`src/rtl/ipv4hv_pkg.sv`:
```
// IPv4 header check package: verdict codes, register indexes, beat and result types.
// Shared by every module of ipv4_header_validate_classify; depends on nothing.
package ipv4hv_pkg;

	typedef enum logic [3:0] {
		V_TCP      = 4'd0,
		V_ICMP     = 4'd1,
		V_OTHER    = 4'd2,
		V_SMALL    = 4'd3,
		V_VERSION  = 4'd4,
		V_HLEN     = 4'd5,
		V_CKSUM    = 4'd6,
		V_LEN      = 4'd7,
		V_SHORT    = 4'd8,
		V_NOTLOCAL = 4'd9,
		V_FRAG     = 4'd10
	} verdict_t;

	localparam logic [1:0] CFG_CKSUM_EN = 2'd0;
	localparam logic [1:0] CFG_ADDR_LO  = 2'd1;
	localparam logic [1:0] CFG_ADDR_HI  = 2'd2;

	localparam logic [3:0]  IP_VERSION   = 4'd4;
	localparam logic [3:0]  MIN_IHL      = 4'd5;
	localparam logic [15:0] MIN_FRAME    = 16'd20;
	localparam logic [15:0] CKSUM_ZERO   = 16'hffff;
	localparam logic [15:0] FRAG_MASK    = 16'hbfff;
	localparam logic [7:0]  PROTO_TCP    = 8'd6;
	localparam logic [7:0]  PROTO_ICMP   = 8'd1;
	localparam logic [3:0]  WIDX_FRAG    = 4'd1;
	localparam logic [3:0]  WIDX_PROTO   = 4'd2;
	localparam logic [3:0]  WIDX_DEST    = 4'd4;

	typedef struct packed {
		logic        cksum_en;
		logic [31:0] addr_lo;
		logic [31:0] addr_hi;
	} cfg_t;

	typedef struct packed {
		logic [31:0] header_word;
		logic        first_word;
		logic [15:0] frame_len;
	} hdr_beat_t;

	typedef struct packed {
		verdict_t    verdict;
		logic [5:0]  header_bytes;
		logic [15:0] payload_len;
		logic [7:0]  protocol;
		logic [31:0] dest_addr;
	} result_t;

	function automatic logic [15:0] ones_add(input logic [15:0] a, input logic [15:0] b);
		logic [16:0] s;
		s = {1'b0, a} + {1'b0, b};
		return s[15:0] + {15'd0, s[16]};
	endfunction

endpackage

```
`src/rtl/ipv4hv_cfg.sv`:
```
// Configuration register file: checksum enable and local address range.
// Depends on ipv4hv_pkg.
module ipv4hv_cfg (
	input  logic               clk,
	input  logic               arst_n,
	input  logic               cfg_valid,
	input  logic [1:0]         cfg_index,
	input  logic [31:0]        cfg_data,
	output logic               cfg_ready,
	output ipv4hv_pkg::cfg_t   cfg
);
	import ipv4hv_pkg::*;

	cfg_t cfg_q;

	assign cfg_ready = 1'b1;
	assign cfg = cfg_q;

	always_ff @(posedge clk or negedge arst_n) begin
		if (!arst_n) begin
			cfg_q.cksum_en <= 1'b1;
			cfg_q.addr_lo  <= '0;
			cfg_q.addr_hi  <= '0;
		end else if (cfg_valid && cfg_ready) begin
			unique case (cfg_index)
				CFG_CKSUM_EN: cfg_q.cksum_en <= cfg_data[0];
				CFG_ADDR_LO:  cfg_q.addr_lo  <= cfg_data;
				CFG_ADDR_HI:  cfg_q.addr_hi  <= cfg_data;
				default: ;
			endcase
		end
	end

endmodule

```
`src/rtl/ipv4hv_parse.sv`:
```
// Header field capture, running checksum and verdict logic for one beat.
// Depends on ipv4hv_pkg.
module ipv4hv_parse (
	input  logic                   clk,
	input  logic                   arst_n,
	input  ipv4hv_pkg::cfg_t       cfg,
	input  ipv4hv_pkg::hdr_beat_t  beat,
	input  logic                   fire,
	output logic                   has_res,
	output ipv4hv_pkg::result_t    res
);
	import ipv4hv_pkg::*;

	logic [15:0] sum_q, sum_n;
	logic [3:0]  widx_q, widx_n;
	logic [3:0]  ihl_q, ihl_n;
	logic [15:0] total_q, total_n;
	logic [15:0] buf_q, buf_n;
	logic [15:0] frag_q, frag_n;
	logic [7:0]  proto_q, proto_n;
	logic [15:0] stored_q, stored_n;
	logic [31:0] dest_q, dest_n;
	logic        done_q, done_n;

	always_comb begin
		logic [15:0] hi, lo, expect_sum;
		logic [5:0]  hbytes;
		logic        last;
		verdict_t    v;
		hi = beat.header_word[31:16];
		lo = beat.header_word[15:0];
		sum_n    = sum_q;
		widx_n   = widx_q;
		ihl_n    = ihl_q;
		total_n  = total_q;
		buf_n    = buf_q;
		frag_n   = frag_q;
		proto_n  = proto_q;
		stored_n = stored_q;
		dest_n   = dest_q;
		done_n   = done_q;
		has_res  = 1'b0;
		v        = V_OTHER;
		res      = '0;
		expect_sum = '0;
		hbytes   = '0;
		last     = 1'b0;
		if (beat.first_word) begin
			buf_n    = beat.frame_len;
			ihl_n    = beat.header_word[27:24];
			total_n  = lo;
			frag_n   = '0;
			proto_n  = '0;
			stored_n = '0;
			dest_n   = '0;
			sum_n    = ones_add(hi, lo);
			widx_n   = 4'd1;
			done_n   = 1'b0;
			if (beat.frame_len < MIN_FRAME) begin
				has_res = 1'b1;
				v = V_SMALL;
			end else if (beat.header_word[31:28] != IP_VERSION) begin
				has_res = 1'b1;
				v = V_VERSION;
			end else if (ihl_n < MIN_IHL ||
					{10'd0, ihl_n, 2'b00} > beat.frame_len) begin
				has_res = 1'b1;
				v = V_HLEN;
			end
			if (has_res) begin
				done_n = 1'b1;
			end
			res.verdict      = v;
			res.header_bytes = {ihl_n, 2'b00};
		end else if (!done_q) begin
			case (widx_q)
				WIDX_FRAG: begin
					frag_n = lo;
					sum_n  = ones_add(ones_add(sum_q, hi), lo);
				end
				WIDX_PROTO: begin
					proto_n  = hi[7:0];
					stored_n = lo;
					sum_n    = ones_add(sum_q, hi);
				end
				WIDX_DEST: begin
					dest_n = beat.header_word;
					sum_n  = ones_add(ones_add(sum_q, hi), lo);
				end
				default: sum_n = ones_add(ones_add(sum_q, hi), lo);
			endcase
			last   = ({1'b0, widx_q} + 5'd1) >= {1'b0, ihl_q};
			hbytes = {ihl_q, 2'b00};
			expect_sum = (stored_n == 16'd0) ? CKSUM_ZERO : stored_n;
			if (cfg.cksum_en && (~sum_n != expect_sum))
				v = V_CKSUM;
			else if (total_n < {10'd0, hbytes})
				v = V_LEN;
			else if (buf_n < total_n)
				v = V_SHORT;
			else if (cfg.addr_lo > cfg.addr_hi || dest_n < cfg.addr_lo ||
					dest_n > cfg.addr_hi)
				v = V_NOTLOCAL;
			else if ((frag_n & FRAG_MASK) != 16'd0)
				v = V_FRAG;
			else if (proto_n == PROTO_TCP)
				v = V_TCP;
			else if (proto_n == PROTO_ICMP)
				v = V_ICMP;
			else
				v = V_OTHER;
			if (last) begin
				has_res = 1'b1;
				done_n  = 1'b1;
			end else begin
				widx_n = widx_q + 4'd1;
			end
			res.verdict      = v;
			res.header_bytes = hbytes;
			res.protocol     = proto_n;
			res.dest_addr    = dest_n;
			if (v == V_TCP || v == V_ICMP || v == V_OTHER)
				res.payload_len = total_n - {10'd0, hbytes};
		end
	end

	always_ff @(posedge clk or negedge arst_n) begin
		if (!arst_n) begin
			sum_q    <= '0;
			widx_q   <= '0;
			ihl_q    <= '0;
			total_q  <= '0;
			buf_q    <= '0;
			frag_q   <= '0;
			proto_q  <= '0;
			stored_q <= '0;
			dest_q   <= '0;
			done_q   <= 1'b1;
		end else if (fire) begin
			sum_q    <= sum_n;
			widx_q   <= widx_n;
			ihl_q    <= ihl_n;
			total_q  <= total_n;
			buf_q    <= buf_n;
			frag_q   <= frag_n;
			proto_q  <= proto_n;
			stored_q <= stored_n;
			dest_q   <= dest_n;
			done_q   <= done_n;
		end
	end

endmodule

```
`src/rtl/ipv4hv_outbuf.sv`:
```
// Result register towards the output channel, with valid/stall handshake.
// Depends on ipv4hv_pkg.
module ipv4hv_outbuf (
	input  logic                 clk,
	input  logic                 arst_n,
	input  logic                 load,
	input  ipv4hv_pkg::result_t  res,
	input  logic                 out_stall,
	output logic                 out_valid,
	output logic                 free,
	output ipv4hv_pkg::result_t  res_q
);
	import ipv4hv_pkg::*;

	logic valid_q;

	assign out_valid = valid_q;
	assign free = !valid_q || !out_stall;

	always_ff @(posedge clk or negedge arst_n) begin
		if (!arst_n) begin
			valid_q <= 1'b0;
		end else if (load) begin
			valid_q <= 1'b1;
		end else if (!out_stall) begin
			valid_q <= 1'b0;
		end
	end

	always_ff @(posedge clk) begin
		if (load) begin
			res_q <= res;
		end
	end

endmodule

```
`src/rtl/ipv4_header_validate_classify.sv`:
```
// IPv4 receive header check and classifier, top level.
// Depends on ipv4hv_pkg, ipv4hv_cfg, ipv4hv_parse and ipv4hv_outbuf.
//
// Usage:
//   Input channel (in_valid/in_stall): one 32-bit header word per beat, big-endian,
//   first_word marking word 0 of a packet, frame_len sampled on that word.
//   Output channel (out_valid/out_stall): one verdict beat per packet, on word 0
//   for small/version/hlen failures, otherwise on word IHL-1.
//   Config channel (cfg_valid/cfg_ready): index 0 checksum enable, 1 and 2 the
//   local address range; always ready, write only while idle.
//   A word is held in the input register, checked combinationally, and its verdict is
//   loaded into the output register. Throughput: one word per cycle while in_stall is low.
//   Words that give no verdict keep flowing while a verdict waits at the output;
//   a word that gives a verdict waits in the input register until the output
//   register frees, and in_stall is raised behind it.
//   Reset: nothing in progress, checksum check enabled, address range 0..0;
//   words before the next first word are dropped.
module ipv4_header_validate_classify (
	input  logic        clk,
	input  logic        arst_n,
	input  logic        in_valid,
	output logic        in_stall,
	input  logic [31:0] header_word,
	input  logic        first_word,
	input  logic [15:0] frame_len,
	output logic        out_valid,
	input  logic        out_stall,
	output logic [3:0]  verdict,
	output logic [5:0]  header_bytes,
	output logic [15:0] payload_len,
	output logic [7:0]  protocol,
	output logic [31:0] dest_addr,
	input  logic        cfg_valid,
	output logic        cfg_ready,
	input  logic [1:0]  cfg_index,
	input  logic [31:0] cfg_data
);
	import ipv4hv_pkg::*;

	cfg_t      cfg;
	hdr_beat_t beat_s1;
	logic      valid_s1;
	logic      adv_s1;
	logic      has_res;
	logic      out_free;
	logic      in_take;
	result_t   res;
	result_t   res_q;

	ipv4hv_cfg u_cfg (
		.clk       (clk),
		.arst_n    (arst_n),
		.cfg_valid (cfg_valid),
		.cfg_index (cfg_index),
		.cfg_data  (cfg_data),
		.cfg_ready (cfg_ready),
		.cfg       (cfg)
	);

	assign adv_s1   = valid_s1 && (!has_res || out_free);
	assign in_stall = valid_s1 && !adv_s1;
	assign in_take  = in_valid && !in_stall;

	always_ff @(posedge clk or negedge arst_n) begin
		if (!arst_n) begin
			valid_s1 <= 1'b0;
		end else if (!in_stall) begin
			valid_s1 <= in_valid;
		end
	end

	always_ff @(posedge clk) begin
		if (in_take) begin
			beat_s1.header_word <= header_word;
			beat_s1.first_word  <= first_word;
			beat_s1.frame_len   <= frame_len;
		end
	end

	ipv4hv_parse u_parse (
		.clk     (clk),
		.arst_n  (arst_n),
		.cfg     (cfg),
		.beat    (beat_s1),
		.fire    (adv_s1),
		.has_res (has_res),
		.res     (res)
	);

	ipv4hv_outbuf u_outbuf (
		.clk       (clk),
		.arst_n    (arst_n),
		.load      (adv_s1 && has_res),
		.res       (res),
		.out_stall (out_stall),
		.out_valid (out_valid),
		.free      (out_free),
		.res_q     (res_q)
	);

	assign verdict      = res_q.verdict;
	assign header_bytes = res_q.header_bytes;
	assign payload_len  = res_q.payload_len;
	assign protocol     = res_q.protocol;
	assign dest_addr    = res_q.dest_addr;

`ifndef NO_ASSERTIONS
	a_res_lands: assert property (@(posedge clk) disable iff (!arst_n)
		adv_s1 && has_res |=> out_valid)
		else $error("verdict beat lost at output register");

	a_stall_held: assert property (@(posedge clk) disable iff (!arst_n)
		in_stall |-> valid_s1 && has_res && !out_free)
		else $error("input stalled without a blocked verdict");

	a_fail_no_payload: assert property (@(posedge clk) disable iff (!arst_n)
		out_valid && res_q.verdict != V_TCP && res_q.verdict != V_ICMP &&
		res_q.verdict != V_OTHER |-> res_q.payload_len == 16'd0)
		else $error("payload length on a drop verdict");

	a_cfg_en: assert property (@(posedge clk) disable iff (!arst_n)
		cfg_valid && cfg_ready && cfg_index == CFG_CKSUM_EN |=>
		cfg.cksum_en == $past(cfg_data[0]))
		else $error("checksum enable write not taken");
`endif

endmodule
```
`config.mk`:
```
export PLATFORM = sky130hd
export DESIGN_NAME = ipv4_header_validate_classify
export DESIGN_NICKNAME = d
export VERILOG_FILES = /design/src/rtl/ipv4hv_pkg.sv /design/src/rtl/ipv4hv_cfg.sv /design/src/rtl/ipv4hv_parse.sv /design/src/rtl/ipv4hv_outbuf.sv /design/src/rtl/ipv4_header_validate_classify.sv
export SDC_FILE = /design/constraint.sdc
export NUM_CORES = 1
export LEC_CHECK = 0
export BUFFER_PORTS_ARGS = -buffer_cell sky130_fd_sc_hd__buf_2
export CORE_ASPECT_RATIO = 2
export CORE_MARGIN = 2
export CORE_UTILIZATION = 55
export CTS_BUF_LIST = sky130_fd_sc_hd__clkbuf_4 sky130_fd_sc_hd__clkbuf_8
export DETAILED_ROUTE_END_ITERATION = 6
export GPL_TIMING_DRIVEN = 0
export PLACE_DENSITY = 0.74
export RECOVER_POWER = 100
export SLEW_MARGIN = 20
export SYNTH_ARGS = -nofsm -noshare
export SYNTH_HDL_FRONTEND = slang
export SYNTH_SLANG_ARGS = --single-unit
export TNS_END_PERCENT = 5
```
`constraint.sdc`:
```
create_clock -name clk -period 13.4 [get_ports clk]
set_input_delay 0.67 -clock clk [delete_from_list [all_inputs] [get_ports clk]]
set_output_delay 0.67 -clock clk [all_outputs]
set_load 0.05 [all_outputs]
```
==> flow_summary.ini <==
[run_status]
status = finished, violations left
violations = max-capacitance violations, max-slew violations

[clocking]
cts_sinks = 308
clk_pin_slew_ps = 80
cts_resized = 0
clk_path_buf_depth = 3
hold_buffers = 0
clkLatencyLatePin_ps = 590
clock-root-buffer = clkbuf_8
tritoncts = yes
cts_buffers = 43
cts_htree_levels = 2
cts_setup_buffers = 0

[place]
routabilityCongestion = 0.988
hpwl_um = 51500
place_area_um2 = 21300
port_buffers = 153

[finish]
final_nets = 2453
areaGrowthSynthToFinish_pct = 11.0
final_cell_mix = dfrtp_1, ha_1, inv_1
layout_commonest_cell = dfrtp_1
drive_gt1_share_pct = 13.1
design_area_um2 = 22000

[sta]
min_period_over_period_pct = 85.1
finalClockSkew_ps = 42.4
worst_pin_slew_ps = 3950
fin_crit_ps = 11400
rsz0062_at_grt = no
finalHoldViolCount = 0
slew_viol_final = 296
slew_headroom_pct = -163
setup_tns_ps = 0
setup_viol = 0
max_clock_freq_mhz = 87.7
whs_ps = 253

[routing]
ant_nets = 0
wl_met3_um = 3100
m1WireLength_um = 20400
met2_length_um = 34000
drt_iter0_drc = 954
routed_wl_um = 65400
highest_layer = met5
avgViaCountPerCell = 6.26
firstDrtPassIters = 6
drcViolationCount = 0
vias = 16681
wl_per_cell_um = 24.5

[synth]
ys.flop_type = dfrtp_1
synth_edf_count = 113
synth_top_area_share_pct = 24.3
syn_inst = 1975
ys_seq_area_share_pct = 41.7
ys_warn_count = 0
ys_ff_latch = 308
synth.avg_cell_area_um2 = 10.1
yosys-top-cells-area = dfrtp_1, edfxtp_1, ha_1
synth_cell_types = 90
synth_area_um2 = 19800
async_reset_ff_share_pct = 63.3
synth_area_leader_cell = dfrtp_1

[critical_path]
crit_top_cell = ha_1
crit_type = reg2reg
start_kind = flip-flop
path_max_fanout = 10
crit_path_end_kind = flip-flop
cp.required_ps = 13760
critPathMaxStageDelay_ps = 710
arrival_ps = 11760
cp_slowest_cell = xnor2_1

[power]
finalPower_mw = 4.88
leakage_nw = 10.0
irDropWorstVdd_uv = 257
power.density_nw_per_um2 = 222

[job]
cap_violations = 6

[hold_path]
hold_path_class = in2reg

[global_routing]
grt_max_degree = 75
grt_pass1_vias = 17426
grt_pass1_wl_um = 98200
grt_usage_pct = 34.3
grt_antenna_before_repair = 2
grt-ovfl-total = 0

[floorplan]
core_um2 = 35700
ioPinCount = 157
die_x_um = 138
rows = 98
initial_core_util_pct = 55.6
die_h_um = 273
dieArea_um2 = 37700
-- worst max-delay path, delay by kind of cell (launching register included) --
family | cells | cell delay [ps]
AO/OA/AOI/OAI | 17 | 3870
buffers and inverters | 4 | 880
adder cells (fa/ha/maj) | 6 | 1690
XOR/XNOR | 1 | 710
flip-flops | 1 | 590
AND/OR/NAND/NOR | 12 | 3380
-- final timing paths --
path                                                     from                          endpoint  slack [ps]  depth (start not counted)
worst max register to register          beat_s1[33]$_DFFE_PP_  u_outbuf.res_q[42]$_SDFFCE_PP0P_        2000                         40
worst min register to register  u_parse.dest_q[5]$_DFFE_PN0P_     u_parse.dest_q[5]$_DFFE_PN0P_         480                          2
worst max-delay path                    beat_s1[33]$_DFFE_PP_  u_outbuf.res_q[42]$_SDFFCE_PP0P_        2000                         40
max in group asynchronous                              arst_n  u_parse.stored_q[10]$_DFFE_PN0P_        7040                          2
worst min-delay path                          header_word[12]             beat_s1[29]$_DFFE_PP_         250                          1
min in group asynchronous                              arst_n         u_cfg.cfg[42]$_DFFE_PN0P_        1300                          1
-- through the flow --
stage | util (%) | instances | worst slack (ps)
after floorplan | - | 1976 | 5160
after global placement | 59.4 | 2579 | 3040
after detailed placement | 59.7 | 2583 | 2930
after CTS | 62.5 | 2663 | 2840
after global routing | 61.7 | 2664 | 1420
final | 61.7 | 2664 | 2000
-- cell families after synthesis --
| kind of cell | share of synthesized area (%) |
|---|---|
| AOI/OAI and AO/OA | 15.2 |
| xor gates and xnor gates | 4.20 |
| adders and majority gates | 11.9 |
| buffers and inverters | 4.48 |
| DFF | 41.7 |
| muxes | 7.88 |
| other | 0.0378 |
| and+or+nand+nor | 14.6 |
-- per-layer routing --
layer	vias up	global-route usage, %
met2	682	63.6
met1	7994	30.8
li1	7659	-
met3	344	5.26
met5	-	0
met4	2	33.9
-- flip-flops by register name, summed over array words and instances (netlist names), 4 cells and up --
register          flops
u_cfg.cfg            65
u_outbuf.res_q       64
beat_s1              49
u_parse.dest_q       32
u_parse.buf_q        16
u_parse.stored_q     16
u_parse.sum_q        16
u_parse.total_q      16
u_parse.frag_q       15
u_parse.proto_q       8
u_parse.ihl_q         4
u_parse.widx_q        4
-- layout make-up --
type	count	area [um2]
Antenna cell	1	2.50
Inverter	149	559
Fill cell	3048	13700
Multi-Input combinational cell	1442	10600
Buffer	77	313
Clock inverter	8	95.1
Timing Repair Buffer	157	691
Clock buffer	72	891
Tap cell	450	563
Sequential cell	308	8280
-- synth_stat cells, types with 26 or more instances --
| library cell | count |
|---|---|
| mux2_2 | 98 |
| a21o_1 | 30 |
| nand3_1 | 45 |
| ha_1 | 183 |
| nor3_1 | 43 |
| o21ai_0 | 120 |
| a22o_1 | 39 |
| inv_1 | 148 |
| xnor2_1 | 54 |
| xor2_1 | 28 |
| edfxtp_1 | 113 |
| dfrtp_1 | 193 |
| clkbuf_1 | 57 |
| nand2_1 | 133 |
| mux2i_1 | 46 |
| nor4_1 | 26 |
| nand4_1 | 35 |
| nor2_1 | 140 |
| a21oi_1 | 106 |
-- power by group --
| group | leakage [nW] | internal [mW] | switching, mW | total (mW) |
|---|---|---|---|---|
| Combinational | 5.95 | 1.04 | 1.75 | 2.80 |
| Sequential | 3.56 | 1.12 | 0.136 | 1.25 |
| Clock | 0.528 | 0.460 | 0.372 | 0.832 |
| Total | 10.0 | 2.62 | 2.26 | 4.88 |
(Power assumes the default switching activity.)
